### src/rtl/core/i2cmts_pkg.sv
// Package for the I2C master transaction sequencer: operation, action and
// bus status codes, plus the structs passed between the sequencer modules.
// No dependencies.
package i2cmts_pkg;

  typedef enum logic [1:0] {
    OP_LOAD  = 2'd0,
    OP_START = 2'd1,
    OP_EVENT = 2'd2,
    OP_READ  = 2'd3
  } op_e;

  typedef enum logic [2:0] {
    ACT_NONE    = 3'd0,
    ACT_SEND    = 3'd1,
    ACT_RX_ACK  = 3'd2,
    ACT_RX_NACK = 3'd3,
    ACT_STOP    = 3'd4,
    ACT_RESTART = 3'd5,
    ACT_ABORT   = 3'd6
  } action_e;

  // TWI master status codes that the sequencer acts upon.
  localparam logic [7:0] SC_START       = 8'h08;
  localparam logic [7:0] SC_REP_START   = 8'h10;
  localparam logic [7:0] SC_W_ADR_ACK   = 8'h18;
  localparam logic [7:0] SC_W_DATA_ACK  = 8'h28;
  localparam logic [7:0] SC_ARB_LOST    = 8'h38;
  localparam logic [7:0] SC_R_ADR_ACK   = 8'h40;
  localparam logic [7:0] SC_R_DATA_ACK  = 8'h50;
  localparam logic [7:0] SC_R_DATA_NACK = 8'h58;
  localparam logic [7:0] SC_NO_STATE    = 8'hF8;

  localparam int PTR_W = 7;

  // Output queue sizing.
  localparam int FIFO_DEPTH = 3;
  localparam int FIFO_PTR_W = $clog2(FIFO_DEPTH);
  localparam int FIFO_CNT_W = $clog2(FIFO_DEPTH + 1);

  // Decision for one transfer: next state, buffer accesses and result flags.
  typedef struct packed {
    action_e            action;
    logic               busy;
    logic               ok;
    logic [7:0]         status;
    logic [PTR_W-1:0]   ptr;
    logic [PTR_W-1:0]   len;
    logic               wr_en;
    logic [PTR_W-1:0]   wr_pos;
    logic [7:0]         wr_data;
    logic [PTR_W-1:0]   rd_pos;
    logic               tx_sel;
    logic               rd_sel;
  } dec_t;

  // One finished result item.
  typedef struct packed {
    action_e    action;
    logic [7:0] tx_byte;
    logic       busy;
    logic       ok;
    logic [7:0] status;
    logic [7:0] read_data;
  } res_t;

endpackage

### src/rtl/core/i2cmts_decide.sv
// Next-action decoder of the I2C master transaction sequencer.
// Pure combinational logic; depends on i2cmts_pkg.
module i2cmts_decide (
  input  i2cmts_pkg::op_e                   op_i,
  input  logic [5:0]                        index_i,
  input  logic [7:0]                        data_i,
  input  logic [6:0]                        length_i,
  input  logic [7:0]                        status_code_i,
  input  logic                              busy_i,
  input  logic                              ok_i,
  input  logic [7:0]                        status_i,
  input  logic [i2cmts_pkg::PTR_W-1:0]      ptr_i,
  input  logic [i2cmts_pkg::PTR_W-1:0]      len_i,
  output i2cmts_pkg::dec_t                  dec_o
);
  import i2cmts_pkg::*;

  logic [PTR_W-1:0] ptr_base;
  logic [PTR_W-1:0] ptr_inc;

  // Start conditions rewind the pointer to the address byte.
  assign ptr_base = (status_code_i == SC_START || status_code_i == SC_REP_START)
                    ? '0 : ptr_i;
  assign ptr_inc  = ptr_i + PTR_W'(1);

  always_comb begin
    dec_o         = '0;
    dec_o.action  = ACT_NONE;
    dec_o.busy    = busy_i;
    dec_o.ok      = ok_i;
    dec_o.status  = status_i;
    dec_o.ptr     = ptr_i;
    dec_o.len     = len_i;
    dec_o.wr_pos  = {1'b0, index_i};
    dec_o.wr_data = data_i;
    dec_o.rd_pos  = {1'b0, index_i};

    unique case (op_i)
      OP_LOAD: begin
        dec_o.wr_en = !busy_i;
      end
      OP_START: begin
        if (!busy_i) begin
          dec_o.len    = length_i;
          dec_o.ok     = 1'b0;
          dec_o.status = SC_NO_STATE;
          dec_o.busy   = 1'b1;
        end
      end
      OP_READ: begin
        dec_o.rd_sel = !busy_i && ok_i;
      end
      OP_EVENT: begin
        if (busy_i) begin
          dec_o.wr_pos = ptr_i;
          unique case (status_code_i) inside
            SC_START, SC_REP_START, SC_W_ADR_ACK, SC_W_DATA_ACK: begin
              dec_o.rd_pos = ptr_base;
              if (ptr_base < len_i) begin
                dec_o.tx_sel = 1'b1;
                dec_o.ptr    = ptr_base + PTR_W'(1);
                dec_o.action = ACT_SEND;
              end else begin
                dec_o.ptr    = ptr_base;
                dec_o.ok     = 1'b1;
                dec_o.busy   = 1'b0;
                dec_o.action = ACT_STOP;
              end
            end
            SC_R_DATA_ACK: begin
              dec_o.wr_en  = 1'b1;
              dec_o.ptr    = ptr_inc;
              dec_o.action = (({1'b0, ptr_inc} + 8'd1) < {1'b0, len_i})
                             ? ACT_RX_ACK : ACT_RX_NACK;
            end
            SC_R_ADR_ACK: begin
              dec_o.action = (({1'b0, ptr_i} + 8'd1) < {1'b0, len_i})
                             ? ACT_RX_ACK : ACT_RX_NACK;
            end
            SC_R_DATA_NACK: begin
              dec_o.wr_en  = 1'b1;
              dec_o.ok     = 1'b1;
              dec_o.busy   = 1'b0;
              dec_o.action = ACT_STOP;
            end
            SC_ARB_LOST: begin
              dec_o.action = ACT_RESTART;
            end
            default: begin
              dec_o.status = status_code_i;
              dec_o.busy   = 1'b0;
              dec_o.action = ACT_ABORT;
            end
          endcase
        end
      end
      default: begin
        dec_o.action = ACT_NONE;
      end
    endcase
  end

endmodule

### src/rtl/core/i2cmts_out_fifo.sv
// Small output queue for finished sequencer results.
// Depends on i2cmts_pkg for the result struct and queue sizing.
module i2cmts_out_fifo (
  input  logic                                clk_i,
  input  logic                                rst_ni,
  input  logic                                push_i,
  input  i2cmts_pkg::res_t                    push_data_i,
  input  logic                                pop_i,
  output i2cmts_pkg::res_t                    head_o,
  output logic [i2cmts_pkg::FIFO_CNT_W-1:0]   count_o
);
  import i2cmts_pkg::*;

  res_t                  entry_q [FIFO_DEPTH];
  logic [FIFO_PTR_W-1:0] wr_ptr_q, wr_ptr_d;
  logic [FIFO_PTR_W-1:0] rd_ptr_q, rd_ptr_d;
  logic [FIFO_CNT_W-1:0] count_q, count_d;

  always_comb begin
    wr_ptr_d = wr_ptr_q;
    rd_ptr_d = rd_ptr_q;
    count_d  = count_q;
    if (push_i) begin
      wr_ptr_d = (wr_ptr_q == FIFO_PTR_W'(FIFO_DEPTH - 1)) ? '0 : wr_ptr_q + FIFO_PTR_W'(1);
    end
    if (pop_i) begin
      rd_ptr_d = (rd_ptr_q == FIFO_PTR_W'(FIFO_DEPTH - 1)) ? '0 : rd_ptr_q + FIFO_PTR_W'(1);
    end
    if (push_i && !pop_i) begin
      count_d = count_q + FIFO_CNT_W'(1);
    end else if (!push_i && pop_i) begin
      count_d = count_q - FIFO_CNT_W'(1);
    end
  end

  always_ff @(posedge clk_i or negedge rst_ni) begin
    if (!rst_ni) begin
      wr_ptr_q <= '0;
      rd_ptr_q <= '0;
      count_q  <= '0;
    end else begin
      wr_ptr_q <= wr_ptr_d;
      rd_ptr_q <= rd_ptr_d;
      count_q  <= count_d;
    end
  end

  always_ff @(posedge clk_i) begin
    if (push_i) begin
      entry_q[wr_ptr_q] <= push_data_i;
    end
  end

  assign head_o  = entry_q[rd_ptr_q];
  assign count_o = count_q;

endmodule

### src/rtl/core/i2c_master_transaction_sequencer_unit.sv
// I2C master transaction sequencer, top level: transfer buffer, sequencing
// state, result stage and output queue. Depends on i2cmts_pkg,
// i2cmts_decide and i2cmts_out_fifo.
//
// The block drives an interrupt-style I2C master. The host loads the buffer
// (address byte with the R/W bit in bit 0, then data), starts a transfer of
// a given length and then feeds every bus status code as an event; each
// transfer on the input channel yields exactly one result transfer that
// names the next bus action (send a byte, receive with ACK or NACK, stop,
// restart after lost arbitration, or abort), together with the busy flag,
// the success flag and the recorded error status after that step. After a
// successful transfer the host reads received bytes back with the read
// operation. One input transfer can be taken every clock cycle while
// in_stall_o is low. The state update, the buffer write and the buffer
// read happen at the accepting edge, which loads the byte and the result
// flags into the registered result stage; the finished result then enters
// a three-entry output queue. in_stall_o comes from registers only and
// rises when the queue plus the result stage could not absorb another
// item, so a stalled output side pauses the input side without any
// combinational path between out_stall_i and in_stall_o.
// The buffer holds no reset value; a byte that was never loaded or received
// reads back as an arbitrary value.
module i2c_master_transaction_sequencer_unit #(
  parameter int BUFFER_DEPTH = 64
) (
  input  logic       clk_i,
  input  logic       rst_ni,

  input  logic       in_valid_i,
  output logic       in_stall_o,
  input  logic [1:0] op_i,
  input  logic [5:0] index_i,
  input  logic [7:0] data_i,
  input  logic [6:0] length_i,
  input  logic [7:0] status_code_i,

  output logic       out_valid_o,
  input  logic       out_stall_i,
  output logic [2:0] action_o,
  output logic [7:0] tx_byte_o,
  output logic       busy_res_o,
  output logic       last_ok_o,
  output logic [7:0] error_status_o,
  output logic [7:0] read_data_o
);
  import i2cmts_pkg::*;

  localparam int AddrW = (BUFFER_DEPTH > 1) ? $clog2(BUFFER_DEPTH) : 1;
  localparam int SumW  = FIFO_CNT_W + 1;

  // Sequencing state.
  logic             busy_q;
  logic             ok_q;
  logic [7:0]       status_q;
  logic [PTR_W-1:0] ptr_q;
  logic [PTR_W-1:0] len_q;

  // Transfer buffer.
  logic [7:0]       buf_mem [BUFFER_DEPTH];
  logic [7:0]       rd_data_q;

  dec_t             dec;
  logic             in_accept;
  logic             wr_in_range;
  logic             rd_in_range;
  logic [15:0]      wr_pos_ext;
  logic [15:0]      rd_pos_ext;
  logic [AddrW-1:0] wr_addr;
  logic [AddrW-1:0] rd_addr;

  // Result stage: flags of the item whose buffer byte is being read.
  logic             s1_valid_q;
  action_e          s1_action_q;
  logic             s1_busy_q;
  logic             s1_ok_q;
  logic [7:0]       s1_status_q;
  logic             s1_tx_sel_q;
  logic             s1_rd_sel_q;

  res_t             s1_res;
  res_t             head;
  logic [FIFO_CNT_W-1:0] fifo_cnt;
  logic             out_pop;

  assign in_accept = in_valid_i && !in_stall_o;

  i2cmts_decide u_decide (
    .op_i          (op_e'(op_i)),
    .index_i       (index_i),
    .data_i        (data_i),
    .length_i      (length_i),
    .status_code_i (status_code_i),
    .busy_i        (busy_q),
    .ok_i          (ok_q),
    .status_i      (status_q),
    .ptr_i         (ptr_q),
    .len_i         (len_q),
    .dec_o         (dec)
  );

  // Positions at or beyond the buffer depth drop writes and read as zero.
  assign wr_in_range = int'(dec.wr_pos) < BUFFER_DEPTH;
  assign rd_in_range = int'(dec.rd_pos) < BUFFER_DEPTH;
  assign wr_pos_ext  = 16'(dec.wr_pos);
  assign rd_pos_ext  = 16'(dec.rd_pos);
  assign wr_addr     = wr_pos_ext[AddrW-1:0];
  assign rd_addr     = rd_pos_ext[AddrW-1:0];

  always_ff @(posedge clk_i or negedge rst_ni) begin
    if (!rst_ni) begin
      busy_q     <= 1'b0;
      ok_q       <= 1'b0;
      status_q   <= SC_NO_STATE;
      ptr_q      <= '0;
      len_q      <= '0;
      s1_valid_q <= 1'b0;
    end else begin
      s1_valid_q <= in_accept;
      if (in_accept) begin
        busy_q   <= dec.busy;
        ok_q     <= dec.ok;
        status_q <= dec.status;
        ptr_q    <= dec.ptr;
        len_q    <= dec.len;
      end
    end
  end

  // Buffer port and the result-stage payload; an item that writes the
  // buffer never uses the byte read at the same edge.
  always_ff @(posedge clk_i) begin
    if (in_accept && dec.wr_en && wr_in_range) begin
      buf_mem[wr_addr] <= dec.wr_data;
    end
    if (in_accept) begin
      rd_data_q   <= buf_mem[rd_addr];
      s1_action_q <= dec.action;
      s1_busy_q   <= dec.busy;
      s1_ok_q     <= dec.ok;
      s1_status_q <= dec.status;
      s1_tx_sel_q <= dec.tx_sel && rd_in_range;
      s1_rd_sel_q <= dec.rd_sel && rd_in_range;
    end
  end

  always_comb begin
    s1_res.action    = s1_action_q;
    s1_res.tx_byte   = s1_tx_sel_q ? rd_data_q : 8'h00;
    s1_res.busy      = s1_busy_q;
    s1_res.ok        = s1_ok_q;
    s1_res.status    = s1_status_q;
    s1_res.read_data = s1_rd_sel_q ? rd_data_q : 8'h00;
  end

  assign out_pop = out_valid_o && !out_stall_i;

  i2cmts_out_fifo u_out_fifo (
    .clk_i       (clk_i),
    .rst_ni      (rst_ni),
    .push_i      (s1_valid_q),
    .push_data_i (s1_res),
    .pop_i       (out_pop),
    .head_o      (head),
    .count_o     (fifo_cnt)
  );

  // Room is reserved for the item in the result stage plus one more.
  assign in_stall_o = (SumW'(fifo_cnt) + SumW'(s1_valid_q)) >= SumW'(FIFO_DEPTH);

  assign out_valid_o    = fifo_cnt != '0;
  assign action_o       = head.action;
  assign tx_byte_o      = head.tx_byte;
  assign busy_res_o     = head.busy;
  assign last_ok_o      = head.ok;
  assign error_status_o = head.status;
  assign read_data_o    = head.read_data;

`ifndef SYNTHESIS
  // The queue always has room for the item leaving the result stage.
  a_no_overflow: assert property (@(posedge clk_i) disable iff (!rst_ni)
    s1_valid_q |-> (SumW'(fifo_cnt) < SumW'(FIFO_DEPTH)))
    else $error("output queue overflow");

  // A transfer becomes busy only through an accepted start operation.
  a_busy_by_start: assert property (@(posedge clk_i) disable iff (!rst_ni)
    $rose(busy_q) |-> $past(in_accept && op_i == OP_START))
    else $error("busy set without a start");

  // A stop always marks the transfer as successful and idle.
  a_stop_ok: assert property (@(posedge clk_i) disable iff (!rst_ni)
    (s1_valid_q && s1_action_q == ACT_STOP) |-> (s1_ok_q && !s1_busy_q))
    else $error("stop without success");
`endif

endmodule
### config.mk
export PLATFORM = sky130hd
export DESIGN_NAME = i2c_master_transaction_sequencer_unit
export DESIGN_NICKNAME = d
export VERILOG_FILES = /design/src/rtl/core/i2cmts_pkg.sv /design/src/rtl/core/i2cmts_decide.sv /design/src/rtl/core/i2cmts_out_fifo.sv /design/src/rtl/core/i2c_master_transaction_sequencer_unit.sv
export SDC_FILE = /design/constraint.sdc
export NUM_CORES = 1
export LEC_CHECK = 0
export BUFFER_PORTS_ARGS = -buffer_cell sky130_fd_sc_hd__buf_2
export CORE_MARGIN = 3
export CORE_UTILIZATION = 40
export CTS_CLUSTER_DIAMETER = 100
export DETAILED_ROUTE_END_ITERATION = 16
export GPL_TIMING_DRIVEN = 0
export SETUP_SLACK_MARGIN = 0.5
export SLEW_MARGIN = 20
export SYNTH_ARGS = -nofsm -noshare
export SYNTH_HDL_FRONTEND = slang
export SYNTH_HIERARCHICAL = 1
export SYNTH_SLANG_ARGS = --single-unit
### constraint.sdc
create_clock -name clk_i -period 8.37 [get_ports clk_i]
set_clock_uncertainty 0.05 [all_clocks]
set_input_delay 0.837 -clock clk_i [delete_from_list [all_inputs] [get_ports clk_i]]
set_output_delay 0.837 -clock clk_i [all_outputs]
set_load 0.03 [all_outputs]
Word level (Yosys, flattened, before mapping) --
Memory sizes are Yosys's and may differ from the RTL's. A register that Yosys moved wholly into a read port is not among the register bits. Index checks and enable logic that the tools add are counted.
Word-level totals: register bits 46, memory bits (writable) 599, bits of input ports 35, output and inout bits 31, logic and storage cells 105, memories 2
Memories:
- buf_mem | words 64, bits a word 8, read ports 1, clocked after memory_dff 1, write ports 1, line i2c_master_transaction_sequencer_unit.sv:59 | logic [7:0] buf_mem [BUFFER_DEPTH];
- u_out_fifo.entry_q | words 3, bits a word 29, read ports 1, clocked after memory_dff 0, write ports 1, line i2cmts_out_fifo.sv:14 | res_t entry_q [FIFO_DEPTH];
Cells by class: $add $sub $neg 9, magnitude comparators 6, equal/unequal tests 13, muxes and demuxes 33, bitwise logic cells 1, reduce and logical (&&, ||, !) cells 26
Operator list (count):
- 2-to-1 mux 8 bit | 7
- == test 8 x 7 -> 1 bit, second input constant | 3
- 2-to-1 mux 7 bit | 3
- one-hot mux 10 bit (2 select lines) | 1
- 2-to-1 mux 17 bit | 1
- adder 7 x 1 -> 8 bit, second input constant | 2
- == test 8 x 5 -> 1 bit, second input constant | 2
- == test 8 x 6 -> 1 bit, second input constant | 2
- < comparator 8 x 7 -> 1 bit | 2
- one-hot mux 3 bit (5 select lines) | 1
- adder 7 x 1 -> 7 bit, second input constant | 2
- < comparator 7 bit, second input constant | 2
- one-hot mux 7 bit (2 select lines) | 1
- 2-to-1 mux 2 bit | 5
- logical AND 1 bit | 9
- 2-to-1 mux 1 bit | 9
- 2-to-1 mux 9 bit | 1
- == test 2 bit, second input constant | 4
- == test 8 x 4 -> 1 bit, second input constant | 1
- OR reduction 8 bit | 1
- < comparator 7 bit | 1
- adder 2 x 1 -> 2 bit, second input constant | 3
- one-hot mux 1 bit (2 select lines) | 3
- nonzero test 2 bit | 3
- 15 further kinds | 19

Logic depth before layout (Yosys ltp) --
depth in word-level cells 10, gate-level depth with buffers 14, mapped depth without buffers 12

By module --
The synthesis kept the hierarchy.
By module, submodules not included:
- i2c_master_transaction_sequencer_unit | times used 1, cells an instance 1020, area an instance 21747.1 µm², sequential area each 16697.3 µm²
- i2cmts_out_fifo | times used 1, cells an instance 208, area an instance 3528.4 µm², sequential area each 2762.6 µm²
- i2cmts_decide | times used 1, cells an instance 304, area an instance 1970.6 µm², sequential area each 0.0 µm²

Worst setup path before layout --
Ideal clock, no wire load.
path kind in2reg, start point input status_code_i[0], end point register ptr_q[2], setup time 0.125 ns, data arrival time 4.069 ns, slack 4.127 ns, stages 13, buffers on the path 2, cells stage by stage or4_4 > buf_6 > or4_4 > clkbuf_1 > and2_1 > ha_1 > nand4_1 > nor3_1 > o21ai_0 > and4_1 > a221oi_1 > o21ai_0 > mux2_2
Between the ends: cells in the longest elaborated chain, start to end 6, elaborated cells on any way between the ends 14, classes of those cells 1 x add/sub; 1 x order compare; 5 x eq/ne; 3 x mux; 4 x reduce/logical
Ends and longest elaborated chain:
- start: declaration | line i2c_master_transaction_sequencer_unit.sv:35 | input logic [7:0] status_code_i,
- == test 8 x 4 -> 1 bit or == test 8 x 5 -> 1 bit (tied branches) | line i2cmts_decide.sv:22 | assign ptr_base = (status_code_i == SC_START || status_code_i == SC_REP_START)
- logical OR 1 bit | line i2cmts_decide.sv:22
- 2-to-1 mux 7 bit | line i2cmts_decide.sv:23 | ? '0 : ptr_i;
- adder 7 x 1 -> 7 bit or < comparator 7 bit (tied branches) | line i2cmts_decide.sv:61, i2cmts_decide.sv:59
- 2-to-1 mux 7 bit | line i2cmts_decide.sv:59 | if (ptr_base < len_i) begin
- one-hot mux 7 bit (2 select lines) | line i2cmts_decide.sv:56 | unique case (status_code_i) inside
- end signal: assignment | line i2c_master_transaction_sequencer_unit.sv:123 | ptr_q <= dec.ptr;
- end: declaration | line i2c_master_transaction_sequencer_unit.sv:55 | logic [PTR_W-1:0] ptr_q;
Several ways; a longest one is shown, not always the timed one. A chain may end at the register's enable or synchronous reset.

==> results.toml <==
[status]
outcome = "completed"

[clocking]
worstSkewPairLatency_ps = 620
cts-root-buf = "clkbuf_16"
clockBufferDepth = 3
numCtsBuffers = 69
cts_max_level = 3
cts_setup_buffers = 0
post_cts_resize_count = 0
cts.sinks = 653
cts_hold_buf = 0
cts_tree = "done"
clk_pin_slew_ps = 60

[sta]
setup_viol = 0
worst_slew_pin_slew_ps = 1050
grt_setup_unrepaired = "no"
hold_viol = 0
final_max_slew_viol_count = 0
fin_setup_tns_ps = 0
min_period_ps = 4920
max_slew_margin_pct = 29.8
setup_ws_ps = 3450
clock.fmax_mhz = 203
post-route-period-util_pct = 58.8

[global_route]
antenna_found_initial = 5
use_met1_pct = 25.0
grt_pass1_vias = 14697
busiest_layer = "met2"
met3_usage_pct = 3.95
grt_max_degree = 65
track_usage_pct = 18.5
grt_pass1_wl_mm = 97.0
met2_usage_pct = 29.7
grt_overflow_total = 0

[synth]
avgSynthCellArea_um2 = 17.8
synth_seq_cells = 653
synth_edf_count = 622
syn_inst = 1532
syn-num-nets = 1595
synth_ff_type = "edfxtp_1"
async_reset_ff_share_pct = 4.75
syn_area_mm2 = 0.0272
synth_cell_type_count = 70
synth-warning-count = 6
yosysSeqAreaShare_pct = 71.4

[power]
internal_power_mw = 6.08
switching_share_pct = 27.1
power.share.sequential_pct = 47.8
power_switching_mw = 2.26
leakagePower_nw = 10.3
pwr_density_cell_mw_per_mm2 = 270
ir_drop_mv = 0.179
combPwrFrac_pct = 16.9
clock_power_share_pct = 35.3

[floorplan]
start_util_pct = 40.5
core.rowCount = 95
design.core.area_mm2 = 0.0673
die-area_mm2 = 0.0713
die_w_um = 267
ios = 66
die_h_um = 267

[hold_path]
hp-class = "primary input to async pin"

[route]
drc_errors = 0
dr_total_vias = 14631
routedWlPerCell_um = 25.0
dr.pass1.iters = 6
routed_wl_mm = 64.9
antenna_left = 0
drt_iter0_drc = 1552
vias_per_cell = 5.64

[setup_path]
crit_required_ps = 8780
cp-start-kind = "primary input"
rr_worst_depth = 8
crit_fanout = 10
worst_path_largest_cell_delay_ps = 860
slowest_stage = "a221oi_1"
worstPathCellList = "buf_2 -> or4_4 -> buf_6 -> or4_4 -> clkbuf_1 -> and2_1 -> mux2_2 -> buf_2 -> inv_2 -> clkbuf_1 -> o221ai_1 -> a221oi_1 -> a41o_1"
crit_type = "primary input to flip-flop"
end_kind = "flip-flop"
arrival_ps = 5340

[finish]
stdcell_area_mm2 = 0.0309
fin_nets = 1730
area_growth_pct = 13.4
layout-drive-gt1-share_pct = 23.2

[placed_design]
dp_slack_ps = 2990
place_area_mm2 = 0.0287
hpwl_mm = 42.6
numPortBuffers = 57
place_congestion = 0.892

[run]
max_cap_violations = 0
-- synth_stat cells, types with 4 or more instances --
cell type	count	area, um^2
nor2b_1	16	100
o21ai_0	37	185
o211ai_1	6	45.0
inv_1	23	86.3
xor2_1	8	70.1
o22ai_1	8	50.1
or2_2	4	25.0
a31oi_1	5	31.3
dfrtp_1	26	651
a211oi_1	4	30.0
nor4_1	5	31.3
a221oi_1	11	96.3
o22a_1	4	35.0
nand2b_1	8	50.1
buf_1	4	15.0
nor3_1	5	25.0
clkbuf_1	39	146
o21ai_1	31	155
ha_1	28	350
nand4_1	5	31.3
nand2_1	90	338
a41o_1	4	40.0
xnor2_1	10	87.6
dfstp_2	5	131
nor2_1	84	315
buf_2	18	90.1
o221ai_1	14	123
and3_1	9	56.3
mux4_2	124	2790
a22oi_1	6	45.0
buf_6	11	124
and2_1	30	188
a32o_1	4	40.0
buf_4	17	128
edfxtp_1	622	18700
mux2_2	42	473
mux2i_1	59	591
nand3_1	19	95.1
a21oi_1	25	125
nand3b_1	9	67.6
a21o_1	5	37.5
-- area by class of cell --
cell class	count	area, um^2
flip-flops and latches	653	19500
fillers	5750	36400
plain buffers	94	586
inverters	25	93.8
repair buffers	64	365
diodes	1	2.50
clock inverters	37	349
multi-input cells	760	7120
clock buffers	87	1840
well taps	873	1090
-- logic make-up after synthesis --
logic type | Yosys count | share of synthesized area [%]
flops | 653 | 71.4
simple gates | 307 | 5.63
mux | 225 | 14.2
compound gates | 182 | 4.44
buf+inv | 119 | 2.49
fa+ha+maj | 28 | 1.29
xor+xnor | 18 | 0.579
-- path summary, 6_finish.rpt --
| check | start | endpoint | slack [ps] |
|---|---|---|---|
| setup / recovery | status_code_i[0] | rd_data_q[7] | 3450 |
| hold / removal | rst_ni | len_q[4] | 240 |
| setup reg to reg | busy_q | buf_mem[42][5] | 3880 |
| hold reg to reg | s1_action_q[2] | u_out_fifo/entry_q[2][28] | 420 |
| max in group asynchronous | rst_ni | ptr_q[4] | 7540 |
| min in group clk_i | s1_action_q[2] | u_out_fifo/entry_q[2][28] | 420 |
-- power by group through the flow --
| stage | clock network, mW | registers, mW | logic, mW |
|---|---|---|---|
| final | 2.95 | 3.99 | 1.41 |
| after global placement | 0 | 4.06 | 1.37 |
| after floorplan | 0 | 4.02 | 0.997 |
| after global routing | 3.14 | 4.02 | 1.54 |
| after detailed placement | 0 | 4.06 | 1.43 |
| after CTS | 3.01 | 3.99 | 1.43 |
-- worst max-delay path: cells and delay by family --
family | cells | cell delay [ps]
buffers and inverters | 6 | 1510
AOI/OAI and AO/OA | 3 | 1410
and+or+nand+nor | 3 | 1320
muxes | 1 | 260
-- cells in the final DEF (no fill, tap or decap), types with 10 or more instances in the layout --
cell	synthesis	final
a21oi_1	25	25
a221oi_1	11	11
and2_1	30	30
buf_2	18	75
buf_4	17	21
buf_6	11	13
clkbuf_1	39	55
clkbuf_16	0	71
clkinv_1	0	16
dfrtp_1	26	26
edfxtp_1	622	622
ha_1	28	28
inv_1	23	23
mux2_2	42	42
mux2i_1	59	59
mux4_2	124	124
nand2_1	90	90
nand3_1	19	19
nor2_1	84	83
nor2b_1	16	16
o21ai_0	37	37
o21ai_1	31	31
o221ai_1	14	14
xnor2_1	10	10
-- sequential cells by signal, summed over array words and instances (netlist names) --
register and cells:
buf_mem 512, ok_q 1, u_out_fifo/entry_q 87, s1_ok_q 1
u_out_fifo/rd_ptr_q 2, s1_status_q 8, s1_tx_sel_q 1, status_q 8
rd_data_q 8, s1_rd_sel_q 1, u_out_fifo/wr_ptr_q 2, s1_busy_q 1
len_q 7, s1_valid_q 1, u_out_fifo/count_o 2, ptr_q 7
s1_action_q 3, busy_q 1
-- layer usage --
| layer | up-vias | part of all wire [%] |
|---|---|---|
| li1 | 6379 | - |
| met1 | 7573 | 41 |
| met2 | 554 | 48 |
| met3 | 119 | 7.3 |
| met4 | 6 | 3.1 |
| met5 | - | 0.086 |
-- metrics by stage --
| stage | total power [mW] | util [%] | hold WS (ps) | std cells |
|---|---|---|---|---|
| 5_1_grt | 8.70 | 45.9 | 291 | 2593 |
| 3_5_place_dp | 5.49 | 42.7 | 404 | 2469 |
| 2_1_floorplan | 5.02 | - | 390 | 1532 |
| 4_1_cts | 8.43 | 45.9 | 257 | 2593 |
| 6_report | 8.35 | 45.9 | 243 | 2594 |
| 3_3_place_gp | 5.43 | 42.5 | 396 | 2462 |
Power figures use the tool's default switching activity.
